**src/sv/kcp_pkg.sv**
```systemverilog
`default_nettype none
package kcp_pkg;

	localparam int MAX_SAMPLES   = 256;
	localparam int CNT_W         = $clog2(MAX_SAMPLES);
	localparam int N_W           = $clog2(MAX_SAMPLES + 1);
	localparam int KERNEL_DEPTH  = 511;
	localparam int KERNEL_OFFSET = 255;
	localparam int KIDX_W        = 9;
	localparam int KVAL_W        = 16;
	localparam int NUM_ROWS      = 3;
	localparam int SUM_W         = KVAL_W + N_W;
	localparam int DSTEP_W       = $clog2(SUM_W + 1);

	typedef enum logic [1:0] {
		FUNC_ADD   = 2'd0,
		FUNC_QUERY = 2'd1,
		FUNC_LOAD  = 2'd2,
		FUNC_CLEAR = 2'd3
	} func_t;

	typedef struct packed {
		logic [7:0] a;
		logic [7:0] b;
		logic [7:0] c;
	} pixel_t;

	typedef struct packed {
		logic [1:0]        func;
		logic [7:0]        chan_a;
		logic [7:0]        chan_b;
		logic [7:0]        chan_c;
		logic [1:0]        kernel_row;
		logic [KIDX_W-1:0] kernel_index;
		logic [KVAL_W-1:0] kernel_value;
	} in_item_t;

	typedef struct packed {
		logic [15:0]    probability;
		logic [N_W-1:0] samples_used;
	} out_item_t;

	typedef struct packed {
		logic             start;
		logic [SUM_W-1:0] dividend;
		logic [N_W-1:0]   divisor;
	} div_req_t;

	function automatic logic [KIDX_W-1:0] kidx(input logic [7:0] q, input logic [7:0] s);
		return KIDX_W'({1'b0, q}) + KIDX_W'(KERNEL_OFFSET) - KIDX_W'({1'b0, s});
	endfunction

endpackage
`default_nettype wire

```
**src/sv/kcp_cell.sv**
```systemverilog
`default_nettype none
module kcp_cell (
	input  wire logic            clk,
	input  wire logic            en,
	input  wire kcp_pkg::pixel_t d,
	output kcp_pkg::pixel_t      q
);
	import kcp_pkg::*;

	pixel_t px_q;

	always_ff @(posedge clk) begin
		if (en) begin
			px_q <= d;
		end
	end

	assign q = px_q;
endmodule
`default_nettype wire

```
**config.mk**
```make
export PLATFORM = sky130hd
export DESIGN_NAME = kcp_cell
export DESIGN_NICKNAME = d
export VERILOG_FILES = /design/src/sv/kcp_pkg.sv /design/src/sv/kcp_cell.sv
export SDC_FILE = /design/constraint.sdc
export NUM_CORES = 1
export LEC_CHECK = 0
export BUFFER_PORTS_ARGS = -buffer_cell sky130_fd_sc_hd__buf_2
export CAP_MARGIN = 20
export CORE_ASPECT_RATIO = 1.2
export CORE_MARGIN = 8
export CORE_UTILIZATION = 41
export CTS_BUF_LIST = sky130_fd_sc_hd__clkbuf_4 sky130_fd_sc_hd__clkbuf_8
export CTS_CLUSTER_SIZE = 20
export DETAILED_ROUTE_END_ITERATION = 10
export PLACE_DENSITY = 0.79
export RECOVER_POWER = 25
export REMOVE_ABC_BUFFERS = 1
export SETUP_SLACK_MARGIN = 0.5
export SKIP_LAST_GASP = 1
export SLEW_MARGIN = 40
export SYNTH_ARGS = -nofsm -noshare
export SYNTH_HDL_FRONTEND = slang
export SYNTH_SLANG_ARGS = --single-unit
```
**constraint.sdc**
```tcl
create_clock -name clk -period 0.8 [get_ports clk]
set_input_delay 0.08 -clock clk [delete_from_list [all_inputs] [get_ports clk]]
set_output_delay 0.08 -clock clk [all_outputs]
set_load 0.02 [all_outputs]
```
* Word level (Yosys, flattened, before mapping) *
Cells that the tools add are included.
Widths: inputs -> output; s select.

storage, ports and cells
  register bits = 24
  logic and storage cells = 3
  output and inout bits = 24
  input port bits = 26

* Longest topological paths before layout *
  word-level depth = 0
  gate-level depth with buffers = 0

* Worst setup path before layout *
OpenSTA, ideal clock, no wires.

  path type = flip-flop to output port
  start point = register px_q, in the netlist q[0]
  end point = output q[0] in the netlist's numbering
  data arrival time = 0.449 ns
  stages on the path, launching flop included = 1
  setup slack = 0.271 ns
  required time = 0.720 ns
  buffers on the path = 0
  cells stage by stage = edfxtp_1

RTL lines
  item                    line            RTL
  start, declared         kcp_cell.sv:10  pixel_t px_q;
  start signal, assigned  kcp_cell.sv:14  px_q <= d;
  end, declared           kcp_cell.sv:6   output kcp_pkg::pixel_t q

No word-level cell between the ends.

* Final worst setup path *
  start point = register px_q, in the netlist q[19]
  end point = output q[19] in the netlist's numbering

No word-level cell between the ends.

==> impl_metrics.py <==
metrics = {
    "yosys": {
        "synthTopCellsByArea": "edfxtp_1",
        "yosysWarnings": 0,
        "synth-seq-cells": 24,
        "netlist.area_leader.share_pct": 100.0,
        "synth_largest_area_cell": "edfxtp_1",
        "syn_inst": 24,
        "avgSynthCellArea_sq_um": 30.03,
        "synth-simple-area-share_pct": 0,
        "ys_types": 1,
        "muxShareOfSynthArea_pct": 0,
        "seq_area_frac_synth_pct": 100.0,
        "synth_area_sq_um": 720.7,
        "synth_compound_area_share_pct": 0,
        "synth-xor-area-share_pct": 0,
        "synth-adder-area-share_pct": 0,
    },
    "routing": {
        "wl_microns": 1468,
        "wl_per_cell_microns": 14.98,
        "ant_nets": 0,
        "drt_iter0_drc": 7,
        "post-route-drc-count": 0,
        "firstDrtPassIters": 4,
        "viasPerCell": 4.459,
        "num_vias": 437,
    },
    "timing": {
        "rsz0062_at_grt": "true",
        "slew_headroom_pct": 92.67,
        "fmax_mhz": 1090,
        "min_period_ns": 0.9175,
        "setup_tns_ns": -2.545,
        "fin_crit_sh_pct": 114.7,
        "fin_ws_ns": -0.1175,
        "slew_viol_final": 0,
        "worst_pin_slew_ns": 0.1100,
        "setup_viol": 24,
        "holdWs_ns": -0.04411,
        "hold_viol_final": 24,
    },
    "worst_setup_path": {
        "cp_top_family": "flip-flops",
        "crit_fanout": 1,
        "path_buf_inv": 1,
        "critical_path_class": "register to primary output",
        "crit_path_start": "q[19]",
        "crit_path_end_kind": "primary output",
        "cp-start-kind": "register",
        "crit_slowest_cell": "edfxtp_1",
        "crit_required_ns": 0.72,
        "path_cells": "buf_2",
        "slowest_delay_ns": 0.38,
        "arrival_ns": 0.84,
    },
    "power_and_ir_drop": {
        "p_leak_nw": 0.5194,
        "power.density_mw_per_mm2": 2010,
        "vdd_drop_max_uv": 1224,
        "power_mw": 2.414,
    },
    "global_route": {
        "grt_usage_pct": 8.127,
        "antenna_found_initial": 0,
        "grt_pass1_vias": 432,
        "globalRoute.totalOverflow": 0,
        "grt_pass1_wl_microns": 1952,
        "grt_max_degree": 13,
    },
    "placed_design": {
        "io_buffers": 49,
        "pre_cts_ws_ns": 0.1415,
        "placed_cell_area_sq_mm": 0.001008,
        "dp_cells": 92,
        "place_congestion": 0.6071,
    },
    "cells_and_area": {
        "drive_above_1_share_pct": 70.00,
        "multi_input_area_sq_um": 0,
        "fin_cells": 98,
        "largest_reg_flops": 24,
        "mostFrequentLayoutCell": "buf_2",
        "seqCellArea_sq_um": 720.7,
        "final_cell_mix": "buf_2, edfxtp_1, buf_6",
        "num_antenna_cells": 0,
        "finalCoreUtilization_pct": 73.17,
        "area_growth_syn_to_layout_pct": 66.67,
        "num-multi-input-gates": 0,
        "fillCellCount": 117,
        "nNetsFinal": 108,
        "fin_area_sq_mm": 0.001201,
    },
    "cts": {
        "cts_buffers": 3,
        "cts_setup_buffers": 0,
        "htree_levels": 1,
        "clock_sinks": 24,
        "cts_buffer_depth": 2,
        "cts_tree": "built",
        "cts_root_buffer": "clkbuf_4",
        "cts.clk_slew.worst_paths_ns": 0.11,
    },
    "status": {
        "outcome": "finished, violations left",
        "violations": "negative hold slack, negative setup slack",
    },
    "flow_run": {
        "max_cap_viol_count": 0,
    },
    "hold_path": {
        "hold_start": "d[9]",
        "hold_end": "q[9]",
        "min_path_cells": 1,
        "hold_path_class": "input port to register",
    },
    "floorplanning": {
        "start_util_pct": 43.90,
        "fp.dieW_microns": 54.27,
        "die_h_microns": 61.93,
        "io_pins": 50,
        "coreArea_sq_mm": 0.001642,
        "row_count": 16,
        "dieArea_sq_mm": 0.003361,
    },
}
==> logic make-up (layout without fill, tap and decap cells) <==
| family | Yosys count | count (layout) |
|---|---|---|
| flops | 24 | 24 |
| buf+inv | 0 | 56 |
==> routing by layer <==
layer / up-vias / wire length, microns / GRT usage [%]
met1: 201 / 438 / 7.143
li1: 209 / - / -
met4: 0 / 0 / 2.113
met5: - / 0 / 0
met2: 27 / 834 / 15.08
met3: 0 / 195 / 4.762
==> cell type report <==
type	instances	share of cell area, %
clock buffer	3	1.875
timing repair buffer	53	36.25
tap	18	1.875
sequential	24	60.00
==> Yosys cell counts (all sizes together) <==
cell / n
edfxtp: 24
==> power by group <==
| part | switching [mW] | internal, mW | total, mW |
|---|---|---|---|
| logic | 0.207 | 0.215 | 0.422 |
| registers | 0.0293 | 1.49 | 1.52 |
| clock network | 0.295 | 0.175 | 0.470 |
==> worst max path at each step <==
stage,endpoint,slack [ns],cells after the start
2_1_floorplan,q[0],0.27,0
3_3_place_gp,q[12],0.15,2
3_5_place_dp,q[15],0.14,2
4_1_cts,q[16],-0.14,1
5_1_grt,q[19],-0.17,1
6_report,q[19],-0.12,1
==> what timing repair did <==
action | 4_1_cts | 5_1_grt
endpoints found under the hold margin | 24 | 24
setup endpoints to repair | 48 | 34
gates resized for setup | 12 | 18
cloned | 2 | 1
(Power assumes the default switching activity.)
