$ cat config.mk
export PLATFORM = sky130hd
export DESIGN_NAME = kcp_divider
export DESIGN_NICKNAME = d
export VERILOG_FILES = /design/src/sv/kcp_pkg.sv /design/src/sv/kcp_divider.sv
export SDC_FILE = /design/constraint.sdc
export NUM_CORES = 1
export LEC_CHECK = 0
export BUFFER_PORTS_ARGS = -buffer_cell sky130_fd_sc_hd__buf_2
export CAP_MARGIN = 10
export CELL_PAD_IN_SITES_DETAIL_PLACEMENT = 1
export CELL_PAD_IN_SITES_GLOBAL_PLACEMENT = 1
export CORE_MARGIN = 8
export CORE_UTILIZATION = 47
export DETAILED_ROUTE_END_ITERATION = 10
export PLACE_DENSITY = 0.9
export SLEW_MARGIN = 20
export SYNTH_ARGS = -nofsm -noshare
export SYNTH_HDL_FRONTEND = slang
export SYNTH_SLANG_ARGS = --single-unit
export TNS_END_PERCENT = 20
$ cat constraint.sdc
create_clock -name clk -period 5 [get_ports clk]
set_input_delay 1 -clock clk [delete_from_list [all_inputs] [get_ports clk]]
set_output_delay 1 -clock clk [all_outputs]
set_load 0.02 [all_outputs]
$ cat src/sv/kcp_pkg.sv
`default_nettype none
package kcp_pkg;

	localparam int MAX_SAMPLES   = 256;
	localparam int CNT_W         = $clog2(MAX_SAMPLES);
	localparam int N_W           = $clog2(MAX_SAMPLES + 1);
	localparam int KERNEL_DEPTH  = 511;
	localparam int KERNEL_OFFSET = 255;
	localparam int KIDX_W        = 9;
	localparam int KVAL_W        = 16;
	localparam int NUM_ROWS      = 3;
	localparam int SUM_W         = KVAL_W + N_W;
	localparam int DSTEP_W       = $clog2(SUM_W + 1);

	typedef enum logic [1:0] {
		FUNC_ADD   = 2'd0,
		FUNC_QUERY = 2'd1,
		FUNC_LOAD  = 2'd2,
		FUNC_CLEAR = 2'd3
	} func_t;

	typedef struct packed {
		logic [7:0] a;
		logic [7:0] b;
		logic [7:0] c;
	} pixel_t;

	typedef struct packed {
		logic [1:0]        func;
		logic [7:0]        chan_a;
		logic [7:0]        chan_b;
		logic [7:0]        chan_c;
		logic [1:0]        kernel_row;
		logic [KIDX_W-1:0] kernel_index;
		logic [KVAL_W-1:0] kernel_value;
	} in_item_t;

	typedef struct packed {
		logic [15:0]    probability;
		logic [N_W-1:0] samples_used;
	} out_item_t;

	typedef struct packed {
		logic             start;
		logic [SUM_W-1:0] dividend;
		logic [N_W-1:0]   divisor;
	} div_req_t;

	function automatic logic [KIDX_W-1:0] kidx(input logic [7:0] q, input logic [7:0] s);
		return KIDX_W'({1'b0, q}) + KIDX_W'(KERNEL_OFFSET) - KIDX_W'({1'b0, s});
	endfunction

endpackage
`default_nettype wire

$ cat src/sv/kcp_divider.sv
`default_nettype none
module kcp_divider (
	input  wire logic              clk,
	input  wire logic              arst_n,
	input  wire kcp_pkg::div_req_t req,
	output logic                   done,
	output logic [15:0]            quotient
);
	import kcp_pkg::*;

	logic [SUM_W-1:0]   quo_q;
	logic [N_W-1:0]     rem_q;
	logic [N_W-1:0]     div_q;
	logic [DSTEP_W-1:0] step_q;
	logic               run_q;
	logic               done_q;
	logic [N_W:0]       trial;
	logic               ge;

	assign trial = {rem_q, quo_q[SUM_W-1]};
	assign ge    = trial >= {1'b0, div_q};

	always_ff @(posedge clk or negedge arst_n) begin
		if (!arst_n) begin
			run_q  <= 1'b0;
			done_q <= 1'b0;
			step_q <= '0;
		end else begin
			done_q <= 1'b0;
			if (req.start) begin
				run_q  <= 1'b1;
				step_q <= '0;
			end else if (run_q) begin
				step_q <= step_q + 1'b1;
				if (step_q == DSTEP_W'(SUM_W - 1)) begin
					run_q  <= 1'b0;
					done_q <= 1'b1;
				end
			end
		end
	end

	// one restoring step per cycle, quotient bits shift in from the right
	always_ff @(posedge clk) begin
		if (req.start) begin
			quo_q <= req.dividend;
			rem_q <= '0;
			div_q <= req.divisor;
		end else if (run_q) begin
			quo_q <= {quo_q[SUM_W-2:0], ge};
			rem_q <= ge ? N_W'(trial - {1'b0, div_q}) : N_W'(trial);
		end
	end

	assign done     = done_q;
	assign quotient = quo_q[15:0];
endmodule
`default_nettype wire

### Word level (Yosys, flattened, before mapping)

Index checks and enable logic that the tools add are counted.

* input port bits: 37
* register bits after elaboration: 50
* output and inout port bits: 17
* word-level logic and storage cells: 22

* muxes and demuxes: 11
* reductions and logical operators: 1
* add/subtract/negate cells: 2
* $lt $le $gt $ge: 1
* eq/ne operators: 1

Operator list (count)
* $mux 25: 2
* $ge 10x9->1: 1
* $mux 5: 2
* $mux 9: 1
* $sub 9x9->9: 1
* $mux 1: 6
* $add 5x1->5 const B: 1
* $eq 5x5->1 const B: 1
* $reduce_bool 2->1: 1

### Longest topological paths before layout

* depth after elaboration: 4
* depth in mapped cells: 10

### Worst setup path after synthesis

Ideal clock, no wire load.

* kind: reg-to-reg
* from: register quo_q[24]
* to: register quo_q[0], data pin
* path slack: 2523 ps
* arrival time: 2217 ps
* data required time: 4740 ps
* setup time: 260 ps
* clock period less this slack: 2477 ps
* cell stages (with the launch flop): 11
* path buffers: 1
* path through: edfxtp_1 -> inv_1 -> ha_1 -> inv_1 -> fa_1 -> a211oi_4 -> o31ai_4 -> a211oi_4 -> buf_6 -> inv_2 -> mux2_2

* longest elaborated chain between the ends: 3

RTL lines
* from (decl): RTL line kcp_divider.sv:11 `logic [SUM_W-1:0] quo_q;`
* from (signal assigned): RTL line kcp_divider.sv:46 `quo_q <= req.dividend;`
* from (signal assigned): RTL line kcp_divider.sv:50 `quo_q <= {quo_q[SUM_W-2:0], ge};`
* $ge 10x9->1: RTL line kcp_divider.sv:21 `assign ge = trial >= {1'b0, div_q};`
* $mux 25: RTL line kcp_divider.sv:49 `end else if (run_q) begin`
* $mux 25: RTL line kcp_divider.sv:45 `if (req.start) begin`

No other way between the ends. The select of a mux whose other input is x is not followed.
A chain may end at the register's enable or synchronous reset.

### Worst setup path after layout

* from: register quo_q[24]
* to: register rem_q[0]

* longest elaborated chain between the ends: 2

RTL lines
* $sub 9x9->9 or $ge 10x9->1 (tied branches): RTL line kcp_divider.sv:51, kcp_divider.sv:21
* $mux 9 (*): RTL line kcp_divider.sv:51 `rem_q <= ge ? N_W'(trial - {1'b0, div_q}) : N_W'(trial);`
* to (signal assigned): RTL line kcp_divider.sv:51
* to (decl): RTL line kcp_divider.sv:12 `logic [N_W-1:0] rem_q;`

Every way passes the cells marked *; elsewhere a longest branch is shown, timed or not.

==> summary by stage <==
Status
The run finished with clean final reports.

Global routing
The layer with the highest usage after global routing is met2. For this run, global-route usage on met1 was measured as 15.40%. The met2 usage is 25.39%. The number of global-route vias before repair is 1,885. Global routing consumed, on the met3 layer, 5.021% of the routing resources. The initial antenna violation count was 0. The global-route wire length before repair is 9515 um. The total global-route track usage is 14.51%. For this run the aggregate overflow at the end of global routing stands at 0. Entering global routing, the biggest net connects 36 pins.

Timing
At the pin with the least slew margin, the transition time is 0.7791 ns. Summed over all failing endpoints, the final setup total negative slack is 0 ns. Static timing analysis puts the maximum clock frequency at 335.4 MHz. The final critical delay including setup and external delays is 2.982 ns.

Setup repair after global routing left no endpoint under its margin. The final max-slew violation count is 0. The final hold slack is 0.4968 ns. Setup violations remaining at the end of the flow were counted as 0. The tightest slew margin relative to the limit is 48.06%. Across the routed clock network, the largest skew measured is 0.006995 ns. The final critical path takes up 59.64% of the cycle. The number of hold-slack violations in the final timing report is 0.

Cells and area
The diode insertion count for antenna repair is 0. The fraction of layout cells with a size suffix above 1 is 39.68%. Summing all multi-input logic gate instances after layout gives 1057 um^2. The filler cells instantiated in the layout total 602. Leaving out fill and tap cells, the most frequent cell in the layout is buf_2.

The top cell types in the final layout, fill and taps aside, are 53 x buf_2, 34 x edfxtp_1, 25 x mux2_2, 14 x nor2_1, 13 x inv_1. In the final design database the tool counted 295 nets. The sequential cell area is 1376 um^2. The finished layout holds 319 standard cells, fillers aside. The area growth from synthesis to layout is 10.09%.

Critical path
The startpoint kind of the worst setup timing path is a flip-flop. The arrival time at the worst endpoint is 3.17 ns. Of all nets on the critical path, the largest fanout is 13. The data required time of the worst path is 5.19 ns.

The category of the critical setup timing path is reg2reg. The worst setup path is captured at a flip-flop.

Floorplanning
54 I/O pins were placed. The horizontal extent of the die is 91.48 um. The floorplan step defined a core boundary enclosing 5507 um^2. The floorplan step defined a die boundary enclosing 8369 um^2. From bottom edge to top edge, the die measures 91.48 um. Row generation in the floorplan step produced 27 rows. For this configuration, the core starts out at a cell density of 48.63%.

Clocking
Clock tree synthesis inserted a total of 5 buffers. The post-CTS setup buffer count is 0. The clock reaches the later pin of the worst-skew pair after 0.31 ns. Clock tree synthesis selected as its root buffer the cell clkbuf_8.

The number of buffers on the longest clock path is 2. The maximum level of the CTS H-tree is 2. The number of gates resized after CTS was 0.

For this design, the CTS-stage hold fixing added 0 buffers. The CTS clock-pin slew for the worst setup and hold paths is 0.10 ns. The clock net sink count is 50. The CTS tree is done.

Synthesis
The count of distinct cell types in the synthesized netlist is 43. The total nets after synthesis is 259. Yosys printed 0 warnings. Synthesis handed over a netlist of 210 instances. The average instance in the mapped netlist occupies 12.75 um^2. The share of synthesized flip-flops with an asynchronous set or reset is 14.00%.

The most used flip-flop cell after synthesis is edfxtp_1. In this run, synthesis produced a sequential element count of 50. The number of synthesized flops with an enable pin is 34. Summing every instance area after synthesis gives 2678 um^2.

The portion of the post-synthesis area used by sequential elements is 51.40%.

Route
In the routed design, unresolved DRC markers number 0. The remaining antenna violation count is 0. The first detailed-routing pass took 5 iterations. The final wirelength is 5955 um. The routed via count divided by cell count is 5.323. The initial DRC count is 67. The routed layout has 1,698 vias.

The routed length per placed instance is 18.67 um.

Place
The global placement routability congestion is 0.8210. The HPWL after detailed placement is 4412 um. In this run the tool buffered the top-level ports with 53 buffer cells. Once placement completed, the tool counted placed cells totaling 311.

Flow run
Across the run, the number of max-cap violations was 0.

Power
The cell leakage power is 0.001294 uW. The worst-case IR drop observed on VDD is 0.2188 mV. After layout, the design draws a total of 1288 uW. Dividing total power by cell area gives a power density of 436.9 nW/um^2.

Hold path
The kind of path behind the tightest hold check is in2async.
final timing paths:
kind / slack [ns] / to / from / depth (start not counted)
max in group asynchronous: 4.34 / step_q[3] / arst_n / 1
min: 0.50 / run_q / arst_n / 1
max reg2reg: 2.02 / rem_q[0] / quo_q[24] / 9
max: 2.02 / rem_q[0] / quo_q[24] / 9
min reg2reg: 0.52 / rem_q[6] / rem_q[6] / 2
min in group clk: 0.52 / rem_q[6] / rem_q[6] / 2
state kept, by name (all words and copies together) (netlist names):
name,count
quo_q,25
div_q,9
run_q,1
done,1
rem_q,9
step_q,5
synthesized netlist by cell type (4+ instances only):
| cell | instances | area (um^2) |
|---|---|---|
| nor2_1 | 14 | 52.55 |
| buf_4 | 18 | 135.1 |
| mux2_2 | 25 | 281.5 |
| edfxtp_1 | 34 | 1021 |
| buf_6 | 4 | 45.04 |
| mux2i_1 | 5 | 50.05 |
| a211oi_1 | 4 | 30.03 |
| inv_1 | 13 | 48.80 |
| dfrtp_1 | 7 | 175.2 |
| ha_1 | 11 | 137.6 |
| nand2_1 | 5 | 18.77 |
| xor2_1 | 7 | 61.31 |
| dfxtp_1 | 9 | 180.2 |
worst max-delay path, cell delays in order, from the launching register on:
cell,delay (ns)
edfxtp_1,0.41
inv_1,0.11
ha_1,0.20
inv_1,0.06
fa_1,0.44
a211oi_4,0.33
o31ai_4,0.13
a211oi_4,0.64
inv_2,0.13
o311ai_1,0.40
where the power goes:
| group | total [uW] | internal (uW) | switching, uW |
|---|---|---|---|
| Sequential | 559 | 512 | 47.0 |
| Clock | 258 | 114 | 144 |
| Combinational | 471 | 205 | 266 |
| Total | 1290 | 831 | 457 |
cell families (layout without fill, tap and decap cells):
| family | Yosys count | after routing | share of synthesized area, % |
|---|---|---|---|
| AOI/OAI and AO/OA | 27 | 27 | 9.300 |
| xor gates and xnor gates | 10 | 10 | 3.271 |
| adders and majority gates | 12 | 12 | 5.888 |
| buffers and inverters | 39 | 76 | 9.112 |
| DFF | 50 | 50 | 51.40 |
| muxes | 30 | 30 | 12.38 |
| and+or+nand+nor | 42 | 42 | 8.646 |
per-layer routing:
metal / share of wire (%) / vias up
met4: 2.4 / 0
li1: - / 817
met1: 41 / 833
met5: 0 / -
met3: 4.8 / 11
met2: 52 / 37
metrics by stage:
stage / setup WS [ns] / utilization, % / area [um^2]
4_1_cts: 2.009 / 53.53 / 2948
2_1_floorplan: 2.523 / - / 2678
3_3_place_gp: 2.257 / 51.74 / 2849
6_report: 2.018 / 53.53 / 2948
3_5_place_dp: 2.080 / 51.74 / 2849
5_1_grt: 1.853 / 53.53 / 2948
cell type report:
class / count / share of cell area (%)
clock inverter: 2 / 0.5518
multi-input combinational: 121 / 35.87
sequential: 50 / 46.69
timing repair buffer: 54 / 9.253
clock buffer: 6 / 2.801
inverter: 14 / 1.783
tap: 72 / 3.056
Power figures use the tool's default switching activity.
